## config.mk

```make
export PLATFORM = sky130hd
export DESIGN_NAME = bilf_lut
export DESIGN_NICKNAME = d
export VERILOG_FILES = /design/src/rtl/bilf_pkg.sv /design/src/rtl/bilf_lut.sv
export SDC_FILE = /design/constraint.sdc
export NUM_CORES = 1
export LEC_CHECK = 0
export BUFFER_PORTS_ARGS = -buffer_cell sky130_fd_sc_hd__clkbuf_2
export CORE_ASPECT_RATIO = 1.75
export CORE_UTILIZATION = 45
export CTS_CLUSTER_DIAMETER = 30
export DETAILED_ROUTE_END_ITERATION = 8
export PLACE_DENSITY = 0.62
export SYNTH_ARGS = -nofsm -noshare
export SYNTH_HDL_FRONTEND = slang
export SYNTH_SLANG_ARGS = --single-unit
```

## constraint.sdc

```tcl
create_clock -name clk -period 2 [get_ports clk]
set_input_delay 0.1 -clock clk [delete_from_list [all_inputs] [get_ports clk]]
set_output_delay 0.1 -clock clk [all_outputs]
set_load 0.02 [all_outputs]
```

## src/rtl/bilf_pkg.sv

```systemverilog
// bilf_pkg: shared types and constants of the binary 3x3 lookup image filter
// no dependencies
package bilf_pkg;

	localparam int MAX_SIDE_DEF = 256;
	localparam int NUM_TABLE_REGS = 8;
	localparam int TABLE_REG_W = 64;
	localparam int CFG_IDX_W = 4;
	localparam int TABLE_IDX_W = 9;
	localparam int PASS_W = 6;
	localparam int COUNT_W = 17;
	localparam logic [TABLE_IDX_W-1:0] FULL_INDEX = 9'h1FF;
	localparam logic [TABLE_IDX_W-1:0] EMPTY_INDEX = 9'h000;

	localparam logic OP_LOAD = 1'b0;
	localparam logic OP_RUN  = 1'b1;

	typedef enum logic [2:0] {
		ST_IDLE,
		ST_FILL,
		ST_PCHECK,
		ST_PASS,
		ST_PEND,
		ST_COUNT,
		ST_DRAIN,
		ST_DONE
	} state_t;

	typedef struct packed {
		logic       init;
		logic       shift;
		logic       capture;
		logic [1:0] row;
	} win_ctl_t;

endpackage

```

## src/rtl/bilf_lut.sv

```systemverilog
// bilf_lut: 512-entry lookup table registers with the configuration write port
// depends on bilf_pkg
module bilf_lut (
	input  logic                                 clk,
	input  logic                                 arst_n,
	input  logic                                 cfg_we,
	input  logic [bilf_pkg::CFG_IDX_W-1:0]       cfg_index,
	input  logic [bilf_pkg::TABLE_REG_W-1:0]     cfg_data,
	input  logic [bilf_pkg::TABLE_IDX_W-1:0]     idx,
	output logic                                 lut_bit,
	output logic                                 lut_empty,
	output logic                                 lut_full
);
	import bilf_pkg::*;

	logic [NUM_TABLE_REGS-1:0][TABLE_REG_W-1:0] table_q;
	logic [NUM_TABLE_REGS*TABLE_REG_W-1:0]      flat;

	always_ff @(posedge clk or negedge arst_n) begin
		if (!arst_n) begin
			table_q <= '0;
		end else if (cfg_we && (cfg_index < CFG_IDX_W'(NUM_TABLE_REGS))) begin
			table_q[cfg_index[2:0]] <= cfg_data;
		end
	end

	assign flat      = table_q;
	assign lut_bit   = flat[idx];
	assign lut_empty = flat[EMPTY_INDEX];
	assign lut_full  = flat[FULL_INDEX];

endmodule

```

==> qor.txt <==
Critical path capture point type: primary output
Commonest non-fill, non-tap cell in the layout: mux2_2
Final setup margin: -1.06 ns
DP Area: 25500 sq um
CTS Buf Count: 85
Synth warnings: 0
Initial DRC count: 918
Placer Congestion: 0.924
Critical Path Fanout Max: 2
Max Cap Viol: 0
Startpoint Class: flip-flop
Non-Filler Instances: 2525
Setup violators final: 1
Minimum clock period: 3.06 ns
Async SR Flop Fraction: 100%
Max VDD drop: 0.756 mV
Violated checks: negative setup slack
Vias: 14592
Antenna violations before repair: 4
Drt wl/cell: 25.0 um
Total power: 34.9 mW
R2r endpoint: lut_empty
Simple-gate share of the synthesized area: 1.32%
Predominant post-synthesis flop cell: dfrtp_1
Nets: 1865
FF-to-FF setup slack: 1.08 ns
Die ar.: 52900 sq um
Post-CTS setup buffer count: 0
Clk Latency, worst-skew pair: 0.60 ns
Register area share after synthesis: 54.9%
Net Sw Frac: 25.2%
Final core occ: 57.0%
Crit path arrival time: 2.96 ns
Max-slew headroom: 60.5%
Synth Instances: 1527
Root buffer cell: clkbuf_16
Clock Skew: 0 ns
# diodes: 0
Number of top-level pins: 83
First-pass GRT wire length: 99.7 mm
Status: finished with violations
H-Tree Depth: 3
Delay-heaviest family, CP: multiplexers
Initial core utilization: 45.5%
# placed instances: 2304
Internal power: 26.1 mW
Vias/cell: 5.78
Sequential share of power: 40.2%
Final WL: 63.2 mm
Number of core rows: 110
Slowest cell on crit path: mux4_2
Largest family of logic cells by synthesized area: multiplexers
Port Buffers: 82
HP Class: in -> async
Global Route Usage Sum: 25.0%
Worst Path Buf+Inv: 1
Distinct cells, synth: 45
Post-synth EDFFs: 0
Critical path class: reg -> out
Synth Area per Inst: 15.3 sq um
DRC viols: 0
Clock transition at path regs: 0.05 ns
NetSw: 8.79 mW
Share of cells above drive strength 1: 51.3%
Pin count of the biggest net entering global routing: 108
CTS tree: yes
Worst r2r path cells: 2
Final instance area: 29200 sq um
CP required: 1.90 ns
Synth Area in Adders: 0%
Hold_ws: 0.143 ns
Worst stage delay on the critical path: 0.55 ns
Number of global-route vias before repair: 16306
Worst slew pin tran: 0.593 ns
Compound-cell area share of the yosys netlist: 4.42%
RSZ-0062 raised after global routing: yes
PwrDens: 1190 nW/um^2
Chip Height: 303 um
Leading cell types in the layout, fill and taps excluded: mux2_2, dfrtp_1, mux2i_1, buf_4, clkbuf_16
Clock Power Share: 43.7%
Seq cells post-synth: 512
Max clock buf depth: 3
Post-route ant nets: 0
DP HPWL: 43.1 mm
Grt total ovfl: 0
Cell area after synthesis: 23400 sq um
Xor/xnor share of the synthesized area: 0%
Combinational power share: 16.1%
Core area: 51300 sq um
F_max: 0.327 GHz
Syn_nets: 1607
Die width: 174 um
Slew Viols, Final: 0
Fin. Hold Viols: 0
Detailed Routing Iterations Pass 1: 5
TritonCTS sink count: 512
Most used cell, CP: mux4_2
Layout area overhead: 25.2%
Mux share of post-synthesis cell area: 36.7%
RR Startpoint: lut_empty
Pleak: 12.9 nW
Tcrit/Tclk final: 153%
Crit-path cells: mux4_2 > mux4_2 > and3_4 > nor4_4 > a2111o_1 > nand4_1 > buf_4
[final cells by class]
cell class / instances / area (sq um)
Timing Repair Buffer: 278 / 2590
Multi-Input combinational cell: 903 / 9950
Inverter: 5 / 18.8
Tap cell: 672 / 841
Fill cell: 4044 / 22100
Sequential cell: 512 / 12800
Clock inverter: 50 / 702
Clock buffer: 105 / 2320
[cell usage after synthesis, types with 3 or more instances]
library cell,instances,area (sq um)
o2111ai_1,4,35.0
nor4_1,4,25.0
buf_12,5,100
clkbuf_1,72,270
nor3b_1,4,30.0
nand3b_1,4,30.0
buf_1,7,26.3
o21ai_0,7,35.0
a21oi_1,34,170
nand2_1,13,48.8
o211ai_1,4,30.0
nand3_1,4,20.0
clkinv_1,3,11.3
buf_2,7,35.0
mux2_2,513,5780
buf_6,11,124
o22ai_1,26,163
nor2_1,19,71.3
dfrtp_1,512,12800
mux2i_1,115,1150
buf_8,3,45.0
mux4_2,67,1510
o221ai_1,58,508
mux4_1,5,131
[power groups by stage]
stage          sequential, mW  combinational, mW  clock, mW
5_1_grt                  14.3               6.04       16.0
4_1_cts                  14.0               5.69       15.5
3_3_place_gp             14.0               5.39          0
3_5_place_dp             14.2               5.54          0
6_report                 14.0               5.62       15.2
2_1_floorplan            13.7               3.77          0
[metal layers]
metal | GRT usage (%) | up-vias | part of all wire [%]
met1 | 28.2 | 7704 | 37
met3 | 3.62 | 151 | 4.1
li1 | - | 6343 | -
met2 | 46.5 | 392 | 55
met4 | 11.5 | 2 | 4.3
met5 | 0 | - | 0.021
[metrics by stage]
stage,TNS [ns],worst slack [ns]
CTS,-1.04,-1.04
floorplan,-0.0278,-0.0278
global route,-1.14,-1.14
finish,-1.06,-1.06
global placement,-0.697,-0.697
detailed placement,-0.652,-0.652
[sequential cells by signal, summed over array words and instances (netlist names)]
| signal | count |
|---|---|
| lut_empty | 1 |
| flat | 510 |
| lut_full | 1 |
[worst reg2reg max path: cells and delay by family, from the launching register on]
kind	cells	cell delay [ns]
buffers and inverters	1	0.16
muxes	1	0.26
DFF	1	0.39
[worst max path at each step]
stage | from | end | slack [ns] | cells after the start
final | flat[390] | lut_bit | -1.06 | 7
after global routing | flat[199] | lut_bit | -1.14 | 8
after CTS | flat[193] | lut_bit | -1.04 | 8
after detailed placement | idx[0] | lut_bit | -0.65 | 11
after global placement | idx[0] | lut_bit | -0.70 | 11
after floorplan | flat[197] | lut_bit | -0.03 | 7
[cells by family (layout without fill, tap and decap cells)]
family                 after synthesis  after routing
AO/OA/AOI/OAI                      143            143
AND/OR/NAND/NOR                     60             60
multiplexers                       700            700
flip-flops                         512            512
buffers and inverters              112            438
[what timing repair did]
action,in CTS,in global routing
pin swaps,0,3
setup endpoints to repair,1,1
hold buffers,66,0
cloned,0,0
gates resized for setup,1,6
endpoints found under the hold margin,921,0
Power figures use the tool's default switching activity.
