File: src/rtl/bilf_pkg.sv
// bilf_pkg: shared types and constants of the binary 3x3 lookup image filter
// no dependencies
package bilf_pkg;

	localparam int MAX_SIDE_DEF = 256;
	localparam int NUM_TABLE_REGS = 8;
	localparam int TABLE_REG_W = 64;
	localparam int CFG_IDX_W = 4;
	localparam int TABLE_IDX_W = 9;
	localparam int PASS_W = 6;
	localparam int COUNT_W = 17;
	localparam logic [TABLE_IDX_W-1:0] FULL_INDEX = 9'h1FF;
	localparam logic [TABLE_IDX_W-1:0] EMPTY_INDEX = 9'h000;

	localparam logic OP_LOAD = 1'b0;
	localparam logic OP_RUN  = 1'b1;

	typedef enum logic [2:0] {
		ST_IDLE,
		ST_FILL,
		ST_PCHECK,
		ST_PASS,
		ST_PEND,
		ST_COUNT,
		ST_DRAIN,
		ST_DONE
	} state_t;

	typedef struct packed {
		logic       init;
		logic       shift;
		logic       capture;
		logic [1:0] row;
	} win_ctl_t;

endpackage

File: src/rtl/bilf_window.sv
// bilf_window: 3x3 neighborhood window, filled one column pixel at a time
// depends on bilf_pkg
module bilf_window (
	input  logic                                 clk,
	input  bilf_pkg::win_ctl_t                   ctl,
	input  logic                                 bg,
	input  logic                                 cap_val,
	output logic [bilf_pkg::TABLE_IDX_W-1:0]     idx
);
	import bilf_pkg::*;

	logic [2:0][2:0] win_q;

	always_ff @(posedge clk) begin
		if (ctl.init) begin
			for (int i = 0; i < 3; i++) begin
				win_q[i][0] <= bg;
				win_q[i][1] <= bg;
			end
		end else if (ctl.shift) begin
			for (int i = 0; i < 3; i++) begin
				win_q[i][0] <= win_q[i][1];
				win_q[i][1] <= win_q[i][2];
			end
		end
		if (ctl.capture) begin
			win_q[ctl.row][2] <= cap_val;
		end
	end

	// bottom-right pixel comes straight from the read
	assign idx = {win_q[0][0], win_q[0][1], win_q[0][2],
		win_q[1][0], win_q[1][1], win_q[1][2],
		win_q[2][0], win_q[2][1], cap_val};

endmodule

File: config.mk
export PLATFORM = sky130hd
export DESIGN_NAME = bilf_window
export DESIGN_NICKNAME = d
export VERILOG_FILES = /design/src/rtl/bilf_pkg.sv /design/src/rtl/bilf_window.sv
export SDC_FILE = /design/constraint.sdc
export NUM_CORES = 1
export LEC_CHECK = 0
export ABC_CLOCK_PERIOD_IN_PS = 1060
export BUFFER_PORTS_ARGS = -buffer_cell sky130_fd_sc_hd__buf_2
export CORE_AREA = 2 2 39 41
export DETAILED_ROUTE_END_ITERATION = 6
export DIE_AREA = 0 0 41 43
export PLACE_DENSITY = 0.62
export SLEW_MARGIN = 20
export SYNTH_ARGS = -nofsm -noshare
export SYNTH_HDL_FRONTEND = slang
export SYNTH_SLANG_ARGS = --single-unit
File: constraint.sdc
create_clock -name clk -period 1.06 [get_ports clk]
set_input_delay 0.106 -clock clk [delete_from_list [all_inputs] [get_ports clk]]
set_output_delay 0.106 -clock clk [all_outputs]
set_load 0.01 [all_outputs]
==> results of run 1 <==
worst max-delay path by stage:
stage	from	to	slack, ps	cells after the start
after global placement	ctl[4]	idx[4]	230	2
after detailed placement	ctl[4]	idx[4]	220	2
after global routing	idx[3]	idx[3]	130	1
final	idx[3]	idx[3]	150	1
after CTS	idx[3]	idx[3]	140	1
after floorplan	idx[1]	idx[2]	300	1
cells by family after synthesis:
family                 Yosys count
AND/OR/NAND/NOR                  7
AO/OA/AOI/OAI                    6
flip-flops                       9
buffers and inverters           10
layout make-up:
type	count	area (um^2)
timing repair buffer	16	80.1
clock buffer	4	26.3
multi-input combinational	13	92.6
sequential	9	270
fill	147	895
tap	16	20.0
power by group through the flow:
stage          clock [W]  sequential, W  combinational, W
2_1_floorplan          0       0.000439         0.0000842
3_3_place_gp           0       0.000440         0.0000894
3_5_place_dp           0       0.000441         0.0000914
4_1_cts         0.000264       0.000433         0.0000921
5_1_grt         0.000284       0.000436         0.0000998
6_report        0.000247       0.000433         0.0000897
stage by stage:
step | util | instances | total power (W) | hold slack [ps]
6_report | 0.354 | 58 | 0.000770 | 77.4
5_1_grt | 0.354 | 58 | 0.000819 | 71.9
4_1_cts | 0.354 | 58 | 0.000789 | 65.7
3_5_place_dp | 0.335 | 54 | 0.000532 | 331
3_3_place_gp | 0.335 | 54 | 0.000530 | 327
2_1_floorplan | - | 32 | 0.000523 | 205
flip-flops by register name, indices dropped and copies added (netlist names):
signal / count
win_q: 1
idx: 8
layout by cell type (no fill, tap or decap):
master / count
sky130_fd_sc_hd__a21o_1: 6
sky130_fd_sc_hd__nor2b_2: 1
sky130_fd_sc_hd__nand2_1: 1
sky130_fd_sc_hd__nor3b_1: 1
sky130_fd_sc_hd__clkbuf_1: 1
sky130_fd_sc_hd__and3b_1: 1
sky130_fd_sc_hd__or2_1: 1
sky130_fd_sc_hd__and2_4: 1
sky130_fd_sc_hd__buf_2: 16
sky130_fd_sc_hd__clkbuf_4: 3
sky130_fd_sc_hd__edfxtp_1: 9
sky130_fd_sc_hd__nor2_1: 1
Yosys cell counts, drive strengths merged:
cell type  number  share of area
a21o            6           0.10
buf            10           0.18
nand2           1         0.0085
and3b           1          0.020
edfxtp          9           0.61
nor2b           1          0.020
nor3b           1          0.017
and2            1          0.020
nor2            1         0.0085
or2             1          0.014
per-layer routing:
metal / vias to the layer above / GRT usage / part of all wire
met5: - / 0 / 0
met4: 0 / 0.0600 / 0
met2: 11 / 0.116 / 0.53
met1: 108 / 0.0839 / 0.37
li1: 124 / - / -
met3: 0 / 0.0314 / 0.11
==> summary.md, run 1 <==
| Metric | Value |
|---|---|
| Number of standard cells after synthesis | 32 |
| Kind of critical path | reg -> out |
| Finished Cell Area | 489 um^2 |
| Number of antenna violations at the first check in global routing | 0 |
| Root buffer selected by CTS | sky130_fd_sc_hd__clkbuf_4 |
| H-Tree Level Count | 1 |
| Number of buffers and inverters on the critical path | 1 |
| CP Data Arrival Time | 800 ps |
| Worst Hold Path EP | win_q[8] |
| Pre-CTS setup slack | 218 ps |
| Capturing point of the worst reg2reg path | idx[4] |
| Highest clock rate | 1.10 GHz |
| Critical Path Max Stage Delay | 400 ps |
| Crit path cell chain | buf_2 |
| Logic depth of the worst register-to-register path | 1 |
| Startpoint types | flop |
| Vias in the first global route | 220 |
| Number of buffers between clock root and the deepest sink | 2 |
| Internal Dissipation | 0.000612 W |
| Register bit total from synthesis | 9 |
| IR Drop Worst-Case VDD | 0.747 mV |
| Relative max-transition margin | 0.828 |
| Total global routing overflow | 0 |
| Total clock buffers created by CTS | 3 |
| Overall routing resource usage | 0.0783 |
| Starting DRT DRC Count | 5 |
| Minimum period implied by the final worst setup slack | 906 ps |
| Final worst clock skew | 2.85 ps |
| Post-detailed-routing wire length | 578 um |
| Outcome | finished clean |
| Worst Setup End Kind | primary output |
| Required time at the worst-slack endpoint | 950 ps |
| Slew at the pin closest to its max-slew limit | 257 ps |
| Largest net degree at the start of global routing | 7 |
| Total iterations of the first detailed-routing run | 4 |
| Main combinational cell family by area after synthesis | buffers and inverters |
| Share of power burned in registers | 0.562 |
| Placed cell area | 463 um^2 |
| Die Ht | 43 um |
| Placeable core area | 1380 um^2 |
| Number of distinct library cells after synthesis | 11 |
| Floorplan row count | 14 |
| Initial standard-cell utilization of the core | 0.319 |
| Leakage power summed over all cells | 0.244 nW |
| Final-layout setup total negative slack | 0 ps |
| # setup viols final | 0 |
| Pwr per Cell Area | 1570 nW/um^2 |
| Launch point of the worst reg-to-reg path | idx[3] |
| Count of antenna-violating nets left after detailed routing | 0 |
| Min-Delay Startpoint | cap_val |
| Global-route wire length before repair | 869 um |
| Post-synthesis compound-gate area fraction | 0.102 |
| Setup slack of the worst register-to-register path | 250 ps |
| Number of synthesis warnings | 0 |
| Hold Path Depth | 1 |
| Min-Delay Path Class | in -> reg |
| Area growth from synthesis to final layout | 10.8% |
| Clock tree from TritonCTS | built |
| Largest delay share family, worst path | flip-flops |
| Count of boundary I/O pins | 17 |
| Quantity of gates resized following cts | 0 |
| Net load switching power | 0.000158 W |
| Port Buffer Count | 16 |
| Total via count in the routed design | 243 |
| Routability congestion estimate from global placement | 0.573 |
| Buffer count from post-CTS setup fixing | 0 |
| Number of endpoints with negative hold slack in the final report | 0 |
| Fraction of power consumed by the clock network | 0.321 |
| Biggest fanout along the worst timing path | 2 |
| Synthesized area divided by synthesized cell count | 13.8 um^2 |
| Share of layout cells above drive strength 1 | 0.500 |
| Floorplan die width | 41 um |
| Number of antenna repair diodes | 0 |
| Setup repair after global routing missed its margin | no |
| Final critical-path share of the clock period | 0.855 |
| Area of the die | 1760 um^2 |
| Comb pwr share | 0.117 |
| Area fraction in and, or, nand and nor cells after synthesis | 0.108 |
| Netlist Area Pre-Place | 442 um^2 |
| Post-route worst setup slack | 154 ps |
| Total clock sinks | 9 |
| Arithmetic-cell share of the synthesized area counting full adders, half adders and majority gates | 0 |
| Worst-path cell with the longest stage delay | sky130_fd_sc_hd__edfxtp_1 |
| Register clock-pin slew on the reported worst setup and hold paths | 60 ps |
| Share of the synthesized netlist area taken by xor and xnor gates | 0 |
| Per-cell routed wire length | 9.97 um |
| Number of DRC violations after detailed routing | 0 |
| Routed vias/inst | 4.19 |
| Final net count | 51 |
| Total nets after synthesis | 40 |
| Sw frac | 0.205 |
| Max-slew violation total from the final report | 0 |
| Insertion delay of the later-clocked pin in the worst-skew pair | 250 ps |
| Post-synthesis mux area share | 0 |
| Number of hold buffers added after CTS | 0 |
| Max Cap Viol | 0 |
| Share of synthesized area occupied by flip-flops and latches | 0.612 |
| Dpl hpwl | 463 um |
Power figures use the tool's default switching activity.
==> inputs of run 2 (changes only) <==
Settings changed: ABC_CLOCK_PERIOD_IN_PS 1060 to 1150, CTS_CLUSTER_SIZE from default to 40, RECOVER_POWER from default to 25.
Clock period 1.06 ns to 1.15 ns, I/O delays scaled along.
==> run 2 against run 1 <==
Die area unchanged. Core utilization down 0.36 points. Sequential share of layout area up 0.57 points. Non-clock buffer count unchanged. Flip-flop and latch count unchanged. Critical endpoint unchanged. Largest cell class unchanged. Highest routed layer unchanged.
==> summary.md, run 2 (same netlist as run 1, synthesis figures left out) <==
| Metric | Value |
|---|---|
| Cell count along the critical path | 1 |
| Highest clock rate | 1.09 GHz |
| Fillers | 151 |
| Worst-path cell with the longest stage delay | sky130_fd_sc_hd__edfxtp_1 |
| Required time at the worst-slack endpoint | 1030 ps |
| Launch point of the worst reg-to-reg path | idx[3] |
| Largest net degree at the start of global routing | 7 |
| Total clock sinks | 9 |
| Largest delay share family, worst path | flip-flops |
| Slew at the pin closest to its max-slew limit | 257 ps |
| Total clock buffers created by CTS | 3 |
| Worst Setup End Kind | primary output |
| Leakage power summed over all cells | 0.233 nW |
| Pre-CTS setup slack | 299 ps |
| Clock tree from TritonCTS | built |
| Max-slew violation total from the final report | 0 |
| Relative max-transition margin | 0.828 |
| Sw frac | 0.206 |
| Final-layout setup total negative slack | 0 ps |
| CP Data Arrival Time | 800 ps |
| Number of DRC violations after detailed routing | 0 |
| Setup repair after global routing missed its margin | no |
| Number of hold buffers added after CTS | 0 |
| Area of the die | 1760 um^2 |
| Per-cell routed wire length | 10.1 um |
| Count of antenna-violating nets left after detailed routing | 0 |
| Post-route worst setup slack | 235 ps |
| Dpl hpwl | 463 um |
| Routability congestion estimate from global placement | 0.573 |
| Number of buffers between clock root and the deepest sink | 2 |
| Final worst clock skew | 2.85 ps |
| Share of layout cells above drive strength 1 | 0.405 |
| Number of antenna violations at the first check in global routing | 0 |
| Leading cell types in the layout, fill and taps excluded | sky130_fd_sc_hd__buf_2 (12), sky130_fd_sc_hd__edfxtp_1 (9), sky130_fd_sc_hd__a21o_1 (6) |
| Number of buffers and inverters on the critical path | 1 |
| Starting DRT DRC Count | 5 |
| Max reg flops | 8 |
| Die Ht | 43 um |
| DRT met1 WL | 222 um |
| Kind of critical path | reg -> out |
| Overall routing resource usage | 0.0783 |
| Register clock-pin slew on the reported worst setup and hold paths | 60 ps |
| Minimum period implied by the final worst setup slack | 915 ps |
| Critical path origin | idx[3] |
| Number of antenna repair diodes | 0 |
| Biggest fanout along the worst timing path | 2 |
| Global-route wire length before repair | 869 um |
| Vias in the first global route | 220 |
| Critical Path Max Stage Delay | 400 ps |
| Final critical-path share of the clock period | 0.796 |
| Total iterations of the first detailed-routing run | 4 |
| Internal Dissipation | 0.000562 W |
| Capturing point of the worst reg2reg path | idx[4] |
| Floorplan row count | 14 |
| Crit path cell chain | buf_2 |
| Comb pwr share | 0.114 |
| Insertion delay of the later-clocked pin in the worst-skew pair | 250 ps |
| Logic depth of the worst register-to-register path | 1 |
| Root buffer selected by CTS | sky130_fd_sc_hd__clkbuf_4 |
| Outcome | finished clean |
| Share of power burned in registers | 0.563 |
| Setup slack of the worst register-to-register path | 340 ps |
| Area growth from synthesis to final layout | 9.63% |
| IR Drop Worst-Case VDD | 0.688 mV |
| Floorplan die width | 41 um |
| Pwr per Cell Area | 1460 nW/um^2 |
| Number of endpoints with negative hold slack in the final report | 0 |
| Quantity of gates resized following cts | 0 |
| Placeable core area | 1380 um^2 |
| Most common cell after layout, fill and taps aside | sky130_fd_sc_hd__buf_2 |
| Min-Delay Path Class | in -> reg |
| Total global routing overflow | 0 |
| Routed met3 length | 61 um |
| Routed vias/inst | 4.16 |
| Port Buffer Count | 16 |
| Count of boundary I/O pins | 17 |
| Total via count in the routed design | 241 |
| Initial standard-cell utilization of the core | 0.319 |
| Final net count | 51 |
| Max Cap Viol | 0 |
| Post-detailed-routing wire length | 586 um |
| Fraction of power consumed by the clock network | 0.322 |
| Uppermost metal layer occupied by signal nets | met3 |
| H-Tree Level Count | 1 |
| Routed wl met2 | 302 um |
| Critical path destination | idx[3] |
| # setup viols final | 0 |
| Startpoint types | flop |
| Buffer count from post-CTS setup fixing | 0 |
| Net load switching power | 0.000146 W |
==> run 2: cell types whose count changed in the layout (fill, tap and decap cells not counted), sizes merged <==
cell,delta
buf,-4
clkbuf,+4
==> run 2: worst min-delay path by stage <==
stage | slack, ps | from | cells past startpoint | to
final | 150 | cap_val | 1 | win_q[8]
after CTS | 70 | cap_val | 1 | win_q[8]
after global routing | 160 | cap_val | 1 | win_q[8]
after detailed placement | 340 | cap_val | 1 | win_q[8]
after global placement | 340 | cap_val | 1 | win_q[8]
after floorplan | 210 | cap_val | 0 | idx[3]
==> run 2: power by group through the flow <==
stage	registers [W]	logic, W	clock network, W
6_report	0.000399	0.0000810	0.000228
5_1_grt	0.000402	0.0000901	0.000261
4_1_cts	0.000399	0.0000849	0.000244
3_5_place_dp	0.000406	0.0000842	0
3_3_place_gp	0.000406	0.0000824	0
2_1_floorplan	0.000404	0.0000776	0
==> run 2: area by class of cell <==
type,instances,area (um^2),area share
clock buffers,4,26.3,0.0543
multi-input cells,13,92.6,0.191
flip-flops and latches,9,270,0.558
well taps,16,20.0,0.0413
repair buffers,16,75.1,0.155
==> run 2: layer usage <==
layer	GRT usage	vias to the layer above
li1	-	124
met1	0.0839	106
met2	0.116	11
met3	0.0314	0
met4	0.0600	0
met5	0	-
==> run 2: stage by stage <==
stage | power, W | util | cell area [um^2] | hold WS, ps | cells
3_5_place_dp | 0.000490 | 0.335 | 463 | 340 | 54
5_1_grt | 0.000753 | 0.350 | 484 | 158 | 58
3_3_place_gp | 0.000488 | 0.335 | 463 | 336 | 54
4_1_cts | 0.000727 | 0.354 | 489 | 74.7 | 58
6_report | 0.000708 | 0.350 | 484 | 146 | 58
2_1_floorplan | 0.000482 | - | 442 | 214 | 32
